### src/hw/rtl/assert_macros.svh
// Assertion macros shared by the RTL files.
`ifndef ASSERT_MACROS_SVH
`define ASSERT_MACROS_SVH

`ifndef SYNTHESIS
`define ASSERT_CLK(lbl, prop, msg) \
  lbl: assert property (@(posedge clk_i) disable iff (!rst_ni) (prop)) else $error(msg);
`define ASSERT_NEVER(lbl, cond, msg) \
  lbl: assert property (@(posedge clk_i) disable iff (!rst_ni) !(cond)) else $error(msg);
`else
`define ASSERT_CLK(lbl, prop, msg)
`define ASSERT_NEVER(lbl, cond, msg)
`endif

`endif

### src/hw/rtl/asd_pkg.sv
`timescale 1ns / 1ps
`default_nettype none

package asd_pkg;

  localparam int unsigned AxisW   = 16;
  localparam int unsigned SquareW = 31;
  localparam int unsigned SumW    = 32;
  localparam int unsigned RootW   = 16;
  localparam int unsigned DsumW   = 18;
  localparam int unsigned TimeW   = 32;
  localparam int unsigned ThrW    = 18;
  localparam int unsigned LatchW  = 16;
  localparam int unsigned CfgIdxW = 1;

  localparam logic [CfgIdxW-1:0] CFG_SHAKE_THRESHOLD = 1'b0;
  localparam logic [CfgIdxW-1:0] CFG_LATCH_TIME_MS   = 1'b1;

  localparam logic [ThrW-1:0]   THRESHOLD_RST = 18'd4096;
  localparam logic [LatchW-1:0] LATCH_RST     = 16'd1000;

  typedef struct packed {
    logic signed [AxisW-1:0] accel_x;
    logic signed [AxisW-1:0] accel_y;
    logic signed [AxisW-1:0] accel_z;
    logic [TimeW-1:0]        now_ms;
  } asd_in_t;

  typedef struct packed {
    logic              shake_active;
    logic              state_changed;
    logic              detected;
    logic [RootW-1:0]  magnitude_delta;
    logic [DsumW-1:0]  axis_delta_sum;
  } asd_out_t;

  typedef enum logic [2:0] {
    ST_IDLE,
    ST_LANE,
    ST_SUM,
    ST_START,
    ST_ROOT,
    ST_DONE
  } asd_state_e;

  typedef struct packed {
    logic in_ready;
    logic lane_en;
    logic sum_en;
    logic root_start;
    logic commit;
  } asd_ctrl_t;

endpackage

`default_nettype wire

### src/hw/rtl/asd_axis_lane.sv
`timescale 1ns / 1ps
`default_nettype none

module asd_axis_lane import asd_pkg::*; (
  input  wire logic                    clk_i,
  input  wire logic                    en_i,
  input  wire logic signed [AxisW-1:0] cur_i,
  input  wire logic signed [AxisW-1:0] prev_i,
  output logic [SquareW-1:0]           sq_o,
  output logic [AxisW-1:0]             adiff_o
);

  logic signed [2*AxisW-1:0] prod;
  logic signed [AxisW:0]     diff;
  logic [AxisW:0]            diff_abs;
  logic [SquareW-1:0]        sq_q;
  logic [AxisW-1:0]          adiff_q;

  assign prod     = cur_i * cur_i;
  assign diff     = {cur_i[AxisW-1], cur_i} - {prev_i[AxisW-1], prev_i};
  assign diff_abs = diff[AxisW] ? (~diff + 1'b1) : diff;

  always_ff @(posedge clk_i) begin
    if (en_i) begin
      sq_q    <= prod[SquareW-1:0];
      adiff_q <= diff_abs[AxisW-1:0];
    end
  end

  assign sq_o    = sq_q;
  assign adiff_o = adiff_q;

endmodule

`default_nettype wire

### src/hw/rtl/asd_isqrt.sv
`timescale 1ns / 1ps
`default_nettype none

`include "assert_macros.svh"

module asd_isqrt import asd_pkg::*; (
  input  wire logic            clk_i,
  input  wire logic            rst_ni,
  input  wire logic            start_i,
  input  wire logic [SumW-1:0] n_i,
  output logic                 done_o,
  output logic [RootW-1:0]     root_o
);

  localparam int unsigned RemW = RootW + 2;
  localparam int unsigned CntW = $clog2(RootW);

  logic [SumW-1:0]  n_q, n_d;
  logic [RemW-1:0]  rem_q, rem_d;
  logic [RootW-1:0] root_q, root_d;
  logic [CntW-1:0]  cnt_q, cnt_d;
  logic             busy_q, busy_d;
  logic             done_q, done_d;
  logic [RemW+1:0]  rem_t;
  logic [RemW+1:0]  trial;

  assign rem_t = {rem_q, n_q[SumW-1 -: 2]};
  assign trial = {2'b00, root_q, 2'b01};

  always_comb begin
    n_d    = n_q;
    rem_d  = rem_q;
    root_d = root_q;
    cnt_d  = cnt_q;
    busy_d = busy_q;
    done_d = 1'b0;
    if (start_i) begin
      n_d    = n_i;
      rem_d  = '0;
      root_d = '0;
      cnt_d  = '0;
      busy_d = 1'b1;
    end else if (busy_q) begin
      n_d   = {n_q[SumW-3:0], 2'b00};
      cnt_d = cnt_q + 1'b1;
      if (rem_t >= trial) begin
        rem_d  = RemW'(rem_t - trial);
        root_d = {root_q[RootW-2:0], 1'b1};
      end else begin
        rem_d  = rem_t[RemW-1:0];
        root_d = {root_q[RootW-2:0], 1'b0};
      end
      if (cnt_q == CntW'(RootW - 1)) begin
        busy_d = 1'b0;
        done_d = 1'b1;
      end
    end
  end

  always_ff @(posedge clk_i or negedge rst_ni) begin
    if (!rst_ni) begin
      busy_q <= 1'b0;
      done_q <= 1'b0;
      cnt_q  <= '0;
    end else begin
      busy_q <= busy_d;
      done_q <= done_d;
      cnt_q  <= cnt_d;
    end
  end

  always_ff @(posedge clk_i) begin
    n_q    <= n_d;
    rem_q  <= rem_d;
    root_q <= root_d;
  end

  assign done_o = done_q;
  assign root_o = root_q;

  `ASSERT_NEVER(a_start_busy, start_i && busy_q, "isqrt started while busy")
  `ASSERT_CLK(a_done_after_busy, done_q |-> $past(busy_q), "isqrt done without work")
  `ASSERT_CLK(a_idle_cnt, !busy_q |-> cnt_q == '0, "isqrt step count not cleared")

endmodule

`default_nettype wire

### src/hw/rtl/accel_shake_detector.sv
`timescale 1ns / 1ps
`default_nettype none

// Shake detector for one three-axis accelerometer sample per request.
// The input channel carries the raw x, y and z counts and the millisecond
// time of the sample. The output channel carries one result per request:
// the shake flag, whether it changed, whether this sample triggered, and
// the magnitude and per-axis deltas against the previous sample.
// Configuration is a write port: index 0 sets the threshold in counts,
// index 1 the latch time in milliseconds.
// A request passes from acceptance to a valid result through the axis
// lanes, the merge, the square root unit, which resolves one root bit per
// cycle, and the commit.
// A new request is accepted only in the cycle after the previous one has
// committed, so no new request is taken while one is in flight.
// Reset clears the previous sample, the shake flag and its time stamp, and
// loads the default threshold and latch time. When the receiver stalls,
// the result stays in the output register; the next request is still
// taken and held at its commit until the output register frees up.

`include "assert_macros.svh"

module accel_shake_detector import asd_pkg::*; (
  input  wire logic                clk_i,
  input  wire logic                rst_ni,
  input  wire logic                in_valid_i,
  output logic                     in_ready_o,
  input  wire asd_in_t             in_req_i,
  output logic                     out_valid_o,
  input  wire logic                out_ready_i,
  output asd_out_t                 out_req_o,
  input  wire logic                cfg_we_i,
  input  wire logic [CfgIdxW-1:0]  cfg_idx_i,
  input  wire logic [ThrW-1:0]     cfg_wdata_i
);

  asd_state_e state_q, state_d;
  asd_ctrl_t  ctrl;

  asd_in_t           sample_q;
  logic [ThrW-1:0]   thr_q;
  logic [LatchW-1:0] latch_q;

  logic signed [AxisW-1:0] prev_x_q, prev_y_q, prev_z_q;
  logic [RootW-1:0]        prev_mag_q;
  logic                    have_prev_q;
  logic                    flag_q, flag_d;
  logic [TimeW-1:0]        last_time_q, last_time_d;

  logic [SquareW-1:0] sq_x, sq_y, sq_z;
  logic [AxisW-1:0]   ad_x, ad_y, ad_z;
  logic [SumW-1:0]    sq_sum_q;
  logic [DsumW-1:0]   dsum_q;

  logic             root_done;
  logic [RootW-1:0] mag;

  logic             out_valid_q;
  asd_out_t         out_q, out_d;

  logic [RootW-1:0] dmag;
  logic [DsumW-1:0] dsum;
  logic             trig;
  logic             flag_mid;
  logic [TimeW-1:0] elapsed;

  asd_axis_lane u_lane_x (
    .clk_i   (clk_i),
    .en_i    (ctrl.lane_en),
    .cur_i   (sample_q.accel_x),
    .prev_i  (prev_x_q),
    .sq_o    (sq_x),
    .adiff_o (ad_x)
  );

  asd_axis_lane u_lane_y (
    .clk_i   (clk_i),
    .en_i    (ctrl.lane_en),
    .cur_i   (sample_q.accel_y),
    .prev_i  (prev_y_q),
    .sq_o    (sq_y),
    .adiff_o (ad_y)
  );

  asd_axis_lane u_lane_z (
    .clk_i   (clk_i),
    .en_i    (ctrl.lane_en),
    .cur_i   (sample_q.accel_z),
    .prev_i  (prev_z_q),
    .sq_o    (sq_z),
    .adiff_o (ad_z)
  );

  asd_isqrt u_isqrt (
    .clk_i   (clk_i),
    .rst_ni  (rst_ni),
    .start_i (ctrl.root_start),
    .n_i     (sq_sum_q),
    .done_o  (root_done),
    .root_o  (mag)
  );

  always_comb begin
    state_d = state_q;
    unique case (state_q)
      ST_IDLE:  if (in_valid_i) state_d = ST_LANE;
      ST_LANE:  state_d = ST_SUM;
      ST_SUM:   state_d = ST_START;
      ST_START: state_d = ST_ROOT;
      ST_ROOT:  if (root_done) state_d = ST_DONE;
      ST_DONE:  if (!out_valid_q || out_ready_i) state_d = ST_IDLE;
      default:  state_d = ST_IDLE;
    endcase
  end

  always_comb begin
    ctrl = '0;
    unique case (state_q)
      ST_IDLE:  ctrl.in_ready   = 1'b1;
      ST_LANE:  ctrl.lane_en    = 1'b1;
      ST_SUM:   ctrl.sum_en     = 1'b1;
      ST_START: ctrl.root_start = 1'b1;
      ST_ROOT:  ctrl = '0;
      ST_DONE:  ctrl.commit     = !out_valid_q || out_ready_i;
      default:  ctrl = '0;
    endcase
  end

  always_comb begin
    dmag = '0;
    dsum = '0;
    if (have_prev_q) begin
      dmag = (mag >= prev_mag_q) ? (mag - prev_mag_q) : (prev_mag_q - mag);
      dsum = dsum_q;
    end
    trig        = have_prev_q && (({2'b00, dmag} > thr_q) || (dsum > thr_q));
    last_time_d = trig ? sample_q.now_ms : last_time_q;
    flag_mid    = flag_q || trig;
    elapsed     = sample_q.now_ms - last_time_d;
    flag_d      = flag_mid && !(elapsed >= {{(TimeW-LatchW){1'b0}}, latch_q});

    out_d.shake_active    = flag_d;
    out_d.state_changed   = flag_d != flag_q;
    out_d.detected        = trig;
    out_d.magnitude_delta = dmag;
    out_d.axis_delta_sum  = dsum;
  end

  always_ff @(posedge clk_i or negedge rst_ni) begin
    if (!rst_ni) begin
      state_q     <= ST_IDLE;
      thr_q       <= THRESHOLD_RST;
      latch_q     <= LATCH_RST;
      prev_x_q    <= '0;
      prev_y_q    <= '0;
      prev_z_q    <= '0;
      prev_mag_q  <= '0;
      have_prev_q <= 1'b0;
      flag_q      <= 1'b0;
      last_time_q <= '0;
      out_valid_q <= 1'b0;
    end else begin
      state_q <= state_d;
      if (cfg_we_i) begin
        unique case (cfg_idx_i)
          CFG_SHAKE_THRESHOLD: thr_q   <= cfg_wdata_i;
          CFG_LATCH_TIME_MS:   latch_q <= cfg_wdata_i[LatchW-1:0];
          default:             thr_q   <= thr_q;
        endcase
      end
      if (ctrl.commit) begin
        prev_x_q    <= sample_q.accel_x;
        prev_y_q    <= sample_q.accel_y;
        prev_z_q    <= sample_q.accel_z;
        prev_mag_q  <= mag;
        have_prev_q <= 1'b1;
        flag_q      <= flag_d;
        last_time_q <= last_time_d;
        out_valid_q <= 1'b1;
      end else if (out_ready_i) begin
        out_valid_q <= 1'b0;
      end
    end
  end

  always_ff @(posedge clk_i) begin
    if (ctrl.in_ready && in_valid_i) begin
      sample_q <= in_req_i;
    end
    if (ctrl.sum_en) begin
      sq_sum_q <= {1'b0, sq_x} + {1'b0, sq_y} + {1'b0, sq_z};
      dsum_q   <= {2'b00, ad_x} + {2'b00, ad_y} + {2'b00, ad_z};
    end
    if (ctrl.commit) begin
      out_q <= out_d;
    end
  end

  assign in_ready_o  = ctrl.in_ready;
  assign out_valid_o = out_valid_q;
  assign out_req_o   = out_q;

  `ASSERT_CLK(a_out_hold, $fell(out_valid_q) |-> $past(out_ready_i),
              "result dropped before it was taken")
  `ASSERT_CLK(a_root_in_wait, root_done |-> state_q == ST_ROOT,
              "square root finished outside its wait state")
  `ASSERT_CLK(a_commit_done, ctrl.commit |=> out_valid_q && state_q == ST_IDLE,
              "commit did not present a result")

endmodule

`default_nettype wire
### config.mk
export PLATFORM = sky130hd
export DESIGN_NAME = accel_shake_detector
export DESIGN_NICKNAME = d
export VERILOG_FILES = /design/src/hw/rtl/asd_pkg.sv /design/src/hw/rtl/asd_axis_lane.sv /design/src/hw/rtl/asd_isqrt.sv /design/src/hw/rtl/accel_shake_detector.sv
export VERILOG_INCLUDE_DIRS = /design/src /design/src/hw/rtl
export SDC_FILE = /design/constraint.sdc
export NUM_CORES = 2
export LEC_CHECK = 0
export BUFFER_PORTS_ARGS = -buffer_cell sky130_fd_sc_hd__buf_4
export CORE_MARGIN = 10
export CORE_UTILIZATION = 35
export CTS_CLUSTER_SIZE = 10
export DETAILED_ROUTE_END_ITERATION = 10
export RECOVER_POWER = 50
export REMOVE_ABC_BUFFERS = 1
export SLEW_MARGIN = 20
export SYNTH_ARGS = -nofsm -noshare
export SYNTH_HDL_FRONTEND = slang
export SYNTH_SLANG_ARGS = --single-unit
### constraint.sdc
create_clock -name clk_i -period 35.8 [get_ports clk_i]
set_input_delay 5.37 -clock clk_i [delete_from_list [all_inputs] [get_ports clk_i]]
set_output_delay 5.37 -clock clk_i [all_outputs]
set_load 0.1 [all_outputs]
==> Yosys cells after proc, flatten, opt, wreduce, memory -nomap -nowiden <==
Cells that the tools add are included.
W data, S select, Z words.
{ "op_classes": {"add_sub_neg": 15, "n_mul": 3, "order_cmp": 5, "eq_ne": 10, "mux": 30, "bitwise_logic": 4, "n_reduce_logical": 14} }
{ "ops": {"columns": ["cell", "count"], "rows": [
  ["$mux W32", 3],
  ["$mul A16 B16 Y31", 3],
  ["$mux W16", 5],
  ["$sub A16 B16 Y17", 3],
  ["$add A16 B1 Y16 const B", 3],
  ["$not A16 Y16", 3],
  ["$mux W18", 2],
  ["$add A31 B31 Y32", 1],
  ["$add A32 B31 Y32", 1],
  ["$ge A32 B16 Y1", 1],
  ["$sub A16 B16 Y16", 2],
  ["$sub A32 B32 Y32", 1],
  ["$ge A20 B18 Y1", 1],
  ["$add A17 B16 Y18", 1],
  ["$gt A16 B18 Y1", 1],
  ["$gt A18 B18 Y1", 1],
  ["$pmux W3 S6", 1],
  ["$sub A18 B18 Y18", 1],
  ["$add A16 B16 Y17", 1],
  ["$ge A16 B16 Y1", 1],
  ["$mux W1", 14],
  ["$mux W3", 3],
  ["$mux W4", 2],
  ["$eq A3 B2 Y1 const B", 2],
  ["15 further kinds", 24]
]} }
{ "word_totals": {"reg_bits": 516, "in_bits": 104, "output_inout_bits": 39, "wordCells": 115} }

==> Longest topological paths before layout <==
{ "logic_depth": {"word_depth": 12, "depth_mapped": 52, "ltp_nobuf": 49} }

==> Cells and area by module <==
Synthesis repeated with hierarchy kept, for this count alone.
{ "hier_totals": {"hier_cells": 5551, "area_unflattened_um2": 56001.2} }
{ "by_module_without_submodules": {"columns": ["mod", "n_inst", "cells_per_inst", "area_per_inst_um2", "seq_area_each_um2"], "rows": [
  ["accel_shake_detector", 1, 1644, 18368.9, 8426.8],
  ["asd_axis_lane (u_lane_x)", 1, 1195, 11372.2, 1381.3],
  ["asd_axis_lane (u_lane_y)", 1, 1186, 11234.5, 1381.3],
  ["asd_axis_lane (u_lane_z)", 1, 1161, 11150.7, 1381.3],
  ["asd_isqrt", 1, 365, 3875.0, 1791.7]
]} }

==> Worst setup path before layout <==
Ideal clock, no wire load.
{ "synth_path": {"kind": "register to register", "from": "register state_q[0]", "to": "register state_q[1]", "setup_time_ns": 0.129, "t_arrival_ns": 11.516, "setup_slack_ns": 24.156, "stages_incl_launch_ff": 4, "n_path_buf": 1, "period_less_slack_ns": 11.644, "cell_sequence": "dfrtp_1 -> clkbuf_1 -> nor3b_1 -> or2_2"} }
{ "synth_between": {"elab_chain_len": 3, "word_cells_on_any_way": 11, "cone_classes": "eq/ne (8); mux (1); reduce/logical (2)"} }
{ "synth_rtl": {"columns": ["item", "line_no", "rtl"], "rows": [
  ["start, declared", "accel_shake_detector.sv:37", "asd_state_e state_q, state_d;"],
  ["start signal, assigned", "accel_shake_detector.sv:163", "state_q <= state_d;"],
  ["$eq A3 B3 Y1 or $logic_not A3 Y1 (tied branches)", "accel_shake_detector.sv:105", "unique case (state_q)"],
  ["$ne A2 B1 Y1 (no source line) or $ne A2 B2 Y1 (tied branches)", null, null],
  ["$reduce_and A3 Y1 (no source line)", null, null]
]} }
Parallel ways exist; a longest one is shown, timed or not.
A chain may end at the register's enable or synchronous reset.

==> run summary <==
====================================================================================
Part of the cycle the worst path needs                                         36.5%
Total global routing track utilization                                         15.2%
Hold-critical path depth                                                           2
Worst-skew pair later-pin latency                                            0.67 ns
Sequential element share of the synthesized area                               26.3%
Hold Fails Final Rpt                                                               0
Number of library cell types mapped by synthesis                                  89
Count of nets after finishing                                                   6936
Die footprint                                                              0.172 mm²
Length of the first detailed-routing pass in iterations                            6
Overall via count from detail_route                                            37400
Vias in the first global route                                                 40100
Post-synth top flop                                                     sky130_fd_sc_hd__edfxtp_1
Worst endpoint data arrival time                                            13.48 ns
Number of max-cap violations                                                       6
Required time of the worst setup path                                       36.21 ns
Detailed Route Iter0 Violations                                                 2164
Width of the die                                                              415 µm
Reg2Reg Setup Slack                                                         22.73 ns
Hold slack final                                                            0.497 ns
Average footprint of a synthesized cell                                     9.95 µm²
Worst hold path endpoint                                                u_isqrt.rem_q[17]$_SDFFE_PP0P_
Total overflow reported by the global router                                       0
Post-cts sizing count                                                              0
Inserted Clock Buffers                                                            71
Placeable Area                                                             0.155 mm²
Clock-pin transition on the worst setup and hold timing paths                0.06 ns
Warnings, synthesis                                                                0
Post-layout min period                                                      13.07 ns
Input/output buffers                                                             142
Cell at the root of the clock tree                                      sky130_fd_sc_hd__clkbuf_16
RSZ-0062 raised after global routing                                              no
Antenna diode count                                                                0
Total detailed-routing wirelength                                          129000 µm
Dpl hpwl                                                                   103000 µm
Detail-routed net length per standard cell                                   16.7 µm
Number of synthesized flops with an enable pin                                   337
Class of the most critical hold timing path                             register to register
CP peak stage delay                                                          1.02 ns
Effective utilization at floorplan                                             35.4%
Antenna violations before repair                                                   4
Clock tree from TritonCTS                                                      built
Final worst-path setup slack                                                22.73 ns
Skew final                                                                 0.0471 ns
Dpl cells                                                                       7579
Pin count of the biggest net entering global routing                              90
Category of the worst setup path launch point                               register
Clock Sink Count                                                                 513
Synthesized area                                                          0.0547 mm²
Count of unresolved DRC violations after routing                                   0
Number of buffers inserted for hold repair after clock tree synthesis              0
Number of buffers inserted by post-CTS setup repair                                0
Non-filler cells in the finished layout                                         7708
Endpoint of the most critical register-to-register path                 out_req_o[35]$_DFFE_PP_
Largest fanout on the critical path                                               45
Critical R2R Launch                                                     u_isqrt.root_o[0]$_SDFFE_PP0P_
Number of setup violations in the final report                                     0
Fmax                                                                      0.0765 GHz
Layout area overhead                                                           10.4%
Slew margin rel.                                                               -165%
Outcome                                                                 finished with violations
Ys async rst share                                                             27.7%
Cell accounting for the most synthesized area                           sky130_fd_sc_hd__fa_1
Placement row count                                                              144
Number of flip-flops and latches in the synthesized netlist                      513
Number of vias per cell                                                         4.85
Final-report max-slew violation count                                            334
Share of cells above drive strength 1                                          6.20%
Area share of the largest cell type after synthesis                            27.5%
H-tree Lvls                                                                        3
Endpoint class of the critical path                                         register
Worst Hold Launch                                                       u_isqrt.rem_q[17]$_SDFFE_PP0P_
Violations in the final reports                                         capacitance limit, slew limit
Ranking of synthesized cells by area                                    sky130_fd_sc_hd__fa_1, sky130_fd_sc_hd__edfxtp_1, sky130_fd_sc_hd__ha_1, sky130_fd_sc_hd__inv_1, sky130_fd_sc_hd__dfrtp_1
First-pass GRT wire length                                                 214000 µm
Maximum count of clock buffers along a single path                                 3
Cell count after synthesis                                                      5492
Die Y-Extent                                                                  415 µm
Sum of negative setup slack                                                     0 ns
Slowest cell on the critical path                                       sky130_fd_sc_hd__nor2_1
Number of top-level design ports                                                 143
Worst Tran Pin Value                                                         3.97 ns
Number of cells on the worst reg-to-reg path                                      49
Final estimated routing congestion in global placement                         0.872
Critical path start-end classification                                  register to register
Setup slack after placement                                                 23.38 ns
Remaining number of nets flagged by the antenna check after routing                0
====================================================================================
## cell families (layout without fill, tap and decap cells)
logic type / Yosys count / count (layout) / synth area share (%)
AND/OR/NAND/NOR: 1339 / 1339 / 11.5
buffers and inverters: 1266 / 1436 / 8.71
adder cells (fa/ha/maj): 1228 / 1228 / 38.4
AO/OA/AOI/OAI: 768 / 768 / 8.78
flip-flops: 513 / 513 / 26.3
XOR/XNOR: 276 / 276 / 4.42
multiplexers: 101 / 101 / 1.92
other: 1 / 3 / 0.00686
## cell usage after synthesis (9+ instances only)
cell type,count
sky130_fd_sc_hd__a211oi_1,28
sky130_fd_sc_hd__a21boi_0,14
sky130_fd_sc_hd__a21o_1,77
sky130_fd_sc_hd__a21oi_1,224
sky130_fd_sc_hd__a31oi_1,22
sky130_fd_sc_hd__and2_1,146
sky130_fd_sc_hd__and3_1,28
sky130_fd_sc_hd__clkbuf_1,133
sky130_fd_sc_hd__dfrtp_1,135
sky130_fd_sc_hd__dfxtp_1,34
sky130_fd_sc_hd__edfxtp_1,337
sky130_fd_sc_hd__fa_1,752
sky130_fd_sc_hd__ha_1,472
sky130_fd_sc_hd__inv_1,1124
sky130_fd_sc_hd__mux2_2,30
sky130_fd_sc_hd__mux2i_1,71
sky130_fd_sc_hd__nand2_1,513
sky130_fd_sc_hd__nand2b_1,40
sky130_fd_sc_hd__nand3_1,58
sky130_fd_sc_hd__nand3b_1,14
sky130_fd_sc_hd__nand4_1,21
sky130_fd_sc_hd__nor2_1,309
sky130_fd_sc_hd__nor2b_1,34
sky130_fd_sc_hd__nor3_1,72
sky130_fd_sc_hd__nor3b_1,10
sky130_fd_sc_hd__nor4_1,9
sky130_fd_sc_hd__o2111ai_1,11
sky130_fd_sc_hd__o211ai_1,17
sky130_fd_sc_hd__o21a_1,38
sky130_fd_sc_hd__o21ai_0,217
sky130_fd_sc_hd__o21bai_1,28
sky130_fd_sc_hd__o31ai_1,12
sky130_fd_sc_hd__or2_2,27
sky130_fd_sc_hd__or3_1,20
sky130_fd_sc_hd__or4_1,14
sky130_fd_sc_hd__xnor2_1,203
sky130_fd_sc_hd__xor2_1,73
## metal layers
| layer | up-vias | wire length (µm) | track usage, % |
|---|---|---|---|
| met5 | - | 34 | 0 |
| met4 | 6 | 3530 | 4.21 |
| met3 | 176 | 4720 | 1.98 |
| met2 | 659 | 64100 | 26.8 |
| met1 | 18700 | 56200 | 19.6 |
| li1 | 17900 | - | - |
## placed cells by master (no fill, tap or decap), types with 34 or more instances in the layout
master	n
sky130_fd_sc_hd__fa_1	752
sky130_fd_sc_hd__xor2_1	73
sky130_fd_sc_hd__ha_1	472
sky130_fd_sc_hd__o21ai_0	218
sky130_fd_sc_hd__nand3_1	58
sky130_fd_sc_hd__buf_4	91
sky130_fd_sc_hd__nand2_1	513
sky130_fd_sc_hd__o21a_1	38
sky130_fd_sc_hd__nand2b_1	40
sky130_fd_sc_hd__a21oi_1	224
sky130_fd_sc_hd__inv_1	1125
sky130_fd_sc_hd__mux2i_1	71
sky130_fd_sc_hd__clkbuf_1	41
sky130_fd_sc_hd__nor3_1	72
sky130_fd_sc_hd__and2_1	127
sky130_fd_sc_hd__edfxtp_1	337
sky130_fd_sc_hd__nor2_1	308
sky130_fd_sc_hd__dfxtp_1	34
sky130_fd_sc_hd__clkbuf_4	73
sky130_fd_sc_hd__dfrtp_1	134
sky130_fd_sc_hd__a21o_1	77
sky130_fd_sc_hd__clkbuf_16	72
sky130_fd_sc_hd__xnor2_1	203
## critical path: cells and delay by family (launching register included)
family,cells,cell delay (ns)
XOR/XNOR,3,0.52
buffers and inverters,3,0.72
AO/OA/AOI/OAI,23,5.62
AND/OR/NAND/NOR,13,3.50
flip-flops,1,0.34
multiplexers,1,0.28
adder cells (fa/ha/maj),6,1.76
## flip-flops by register name (all words and copies together), names as in the netlist, 3 cells and up
name and cells:
latch_q 16, u_lane_x.sq_o 30, u_isqrt.rem_q 18, prev_z_q 16
dsum_q 18, thr_q 18, u_lane_z.sq_o 30, last_time_q 32
u_lane_z.adiff_o 16, prev_x_q 16, state_q 3, u_isqrt.cnt_q 4
u_isqrt.root_o 16, u_lane_y.sq_o 30, sq_sum_q 32, sample_q 80
prev_y_q 16, u_isqrt.n_q 32, prev_mag_q 16, out_req_o 37
u_lane_x.adiff_o 16, u_lane_y.adiff_o 16
## cell type report
type,instances,area [µm²]
Inverter,1127,4230
Sequential cell,513,14400
Clock inverter,27,377
Multi-Input combinational cell,3715,35600
Tap cell,2044,2560
Fill cell,15300,94200
Clock buffer,102,1950
Timing Repair Buffer,180,1300
## worst max-delay path by stage
| stage | slack, ns | endpoint | startpoint |
|---|---|---|---|
| final | 22.73 | out_req_o[35]$_DFFE_PP_ | u_isqrt.root_o[0]$_SDFFE_PP0P_ |
| after detailed placement | 23.38 | out_req_o[35]$_DFFE_PP_ | u_isqrt.root_o[0]$_SDFFE_PP0P_ |
| after CTS | 23.32 | out_req_o[35]$_DFFE_PP_ | u_isqrt.root_o[0]$_SDFFE_PP0P_ |
| after floorplan | 22.93 | last_time_q[0]$_DFFE_PN0P_ | out_ready_i |
| after global placement | 23.54 | out_req_o[35]$_DFFE_PP_ | u_isqrt.root_o[0]$_SDFFE_PP0P_ |
| after global routing | 21.89 | out_req_o[35]$_DFFE_PP_ | u_isqrt.root_o[0]$_SDFFE_PP0P_ |
## per-stage QoR
stage / instance area [µm²] / utilization, %
4_1_cts: 60400 / 39.1
2_1_floorplan: 54100 / -
3_3_place_gp: 58100 / 37.6
6_report: 60300 / 39.0
3_5_place_dp: 58100 / 37.6
5_1_grt: 60300 / 39.0
Power is left out: the tool's default activity adds up to more than one toggle a clock period on the data nets, which glitch-free logic cannot reach.
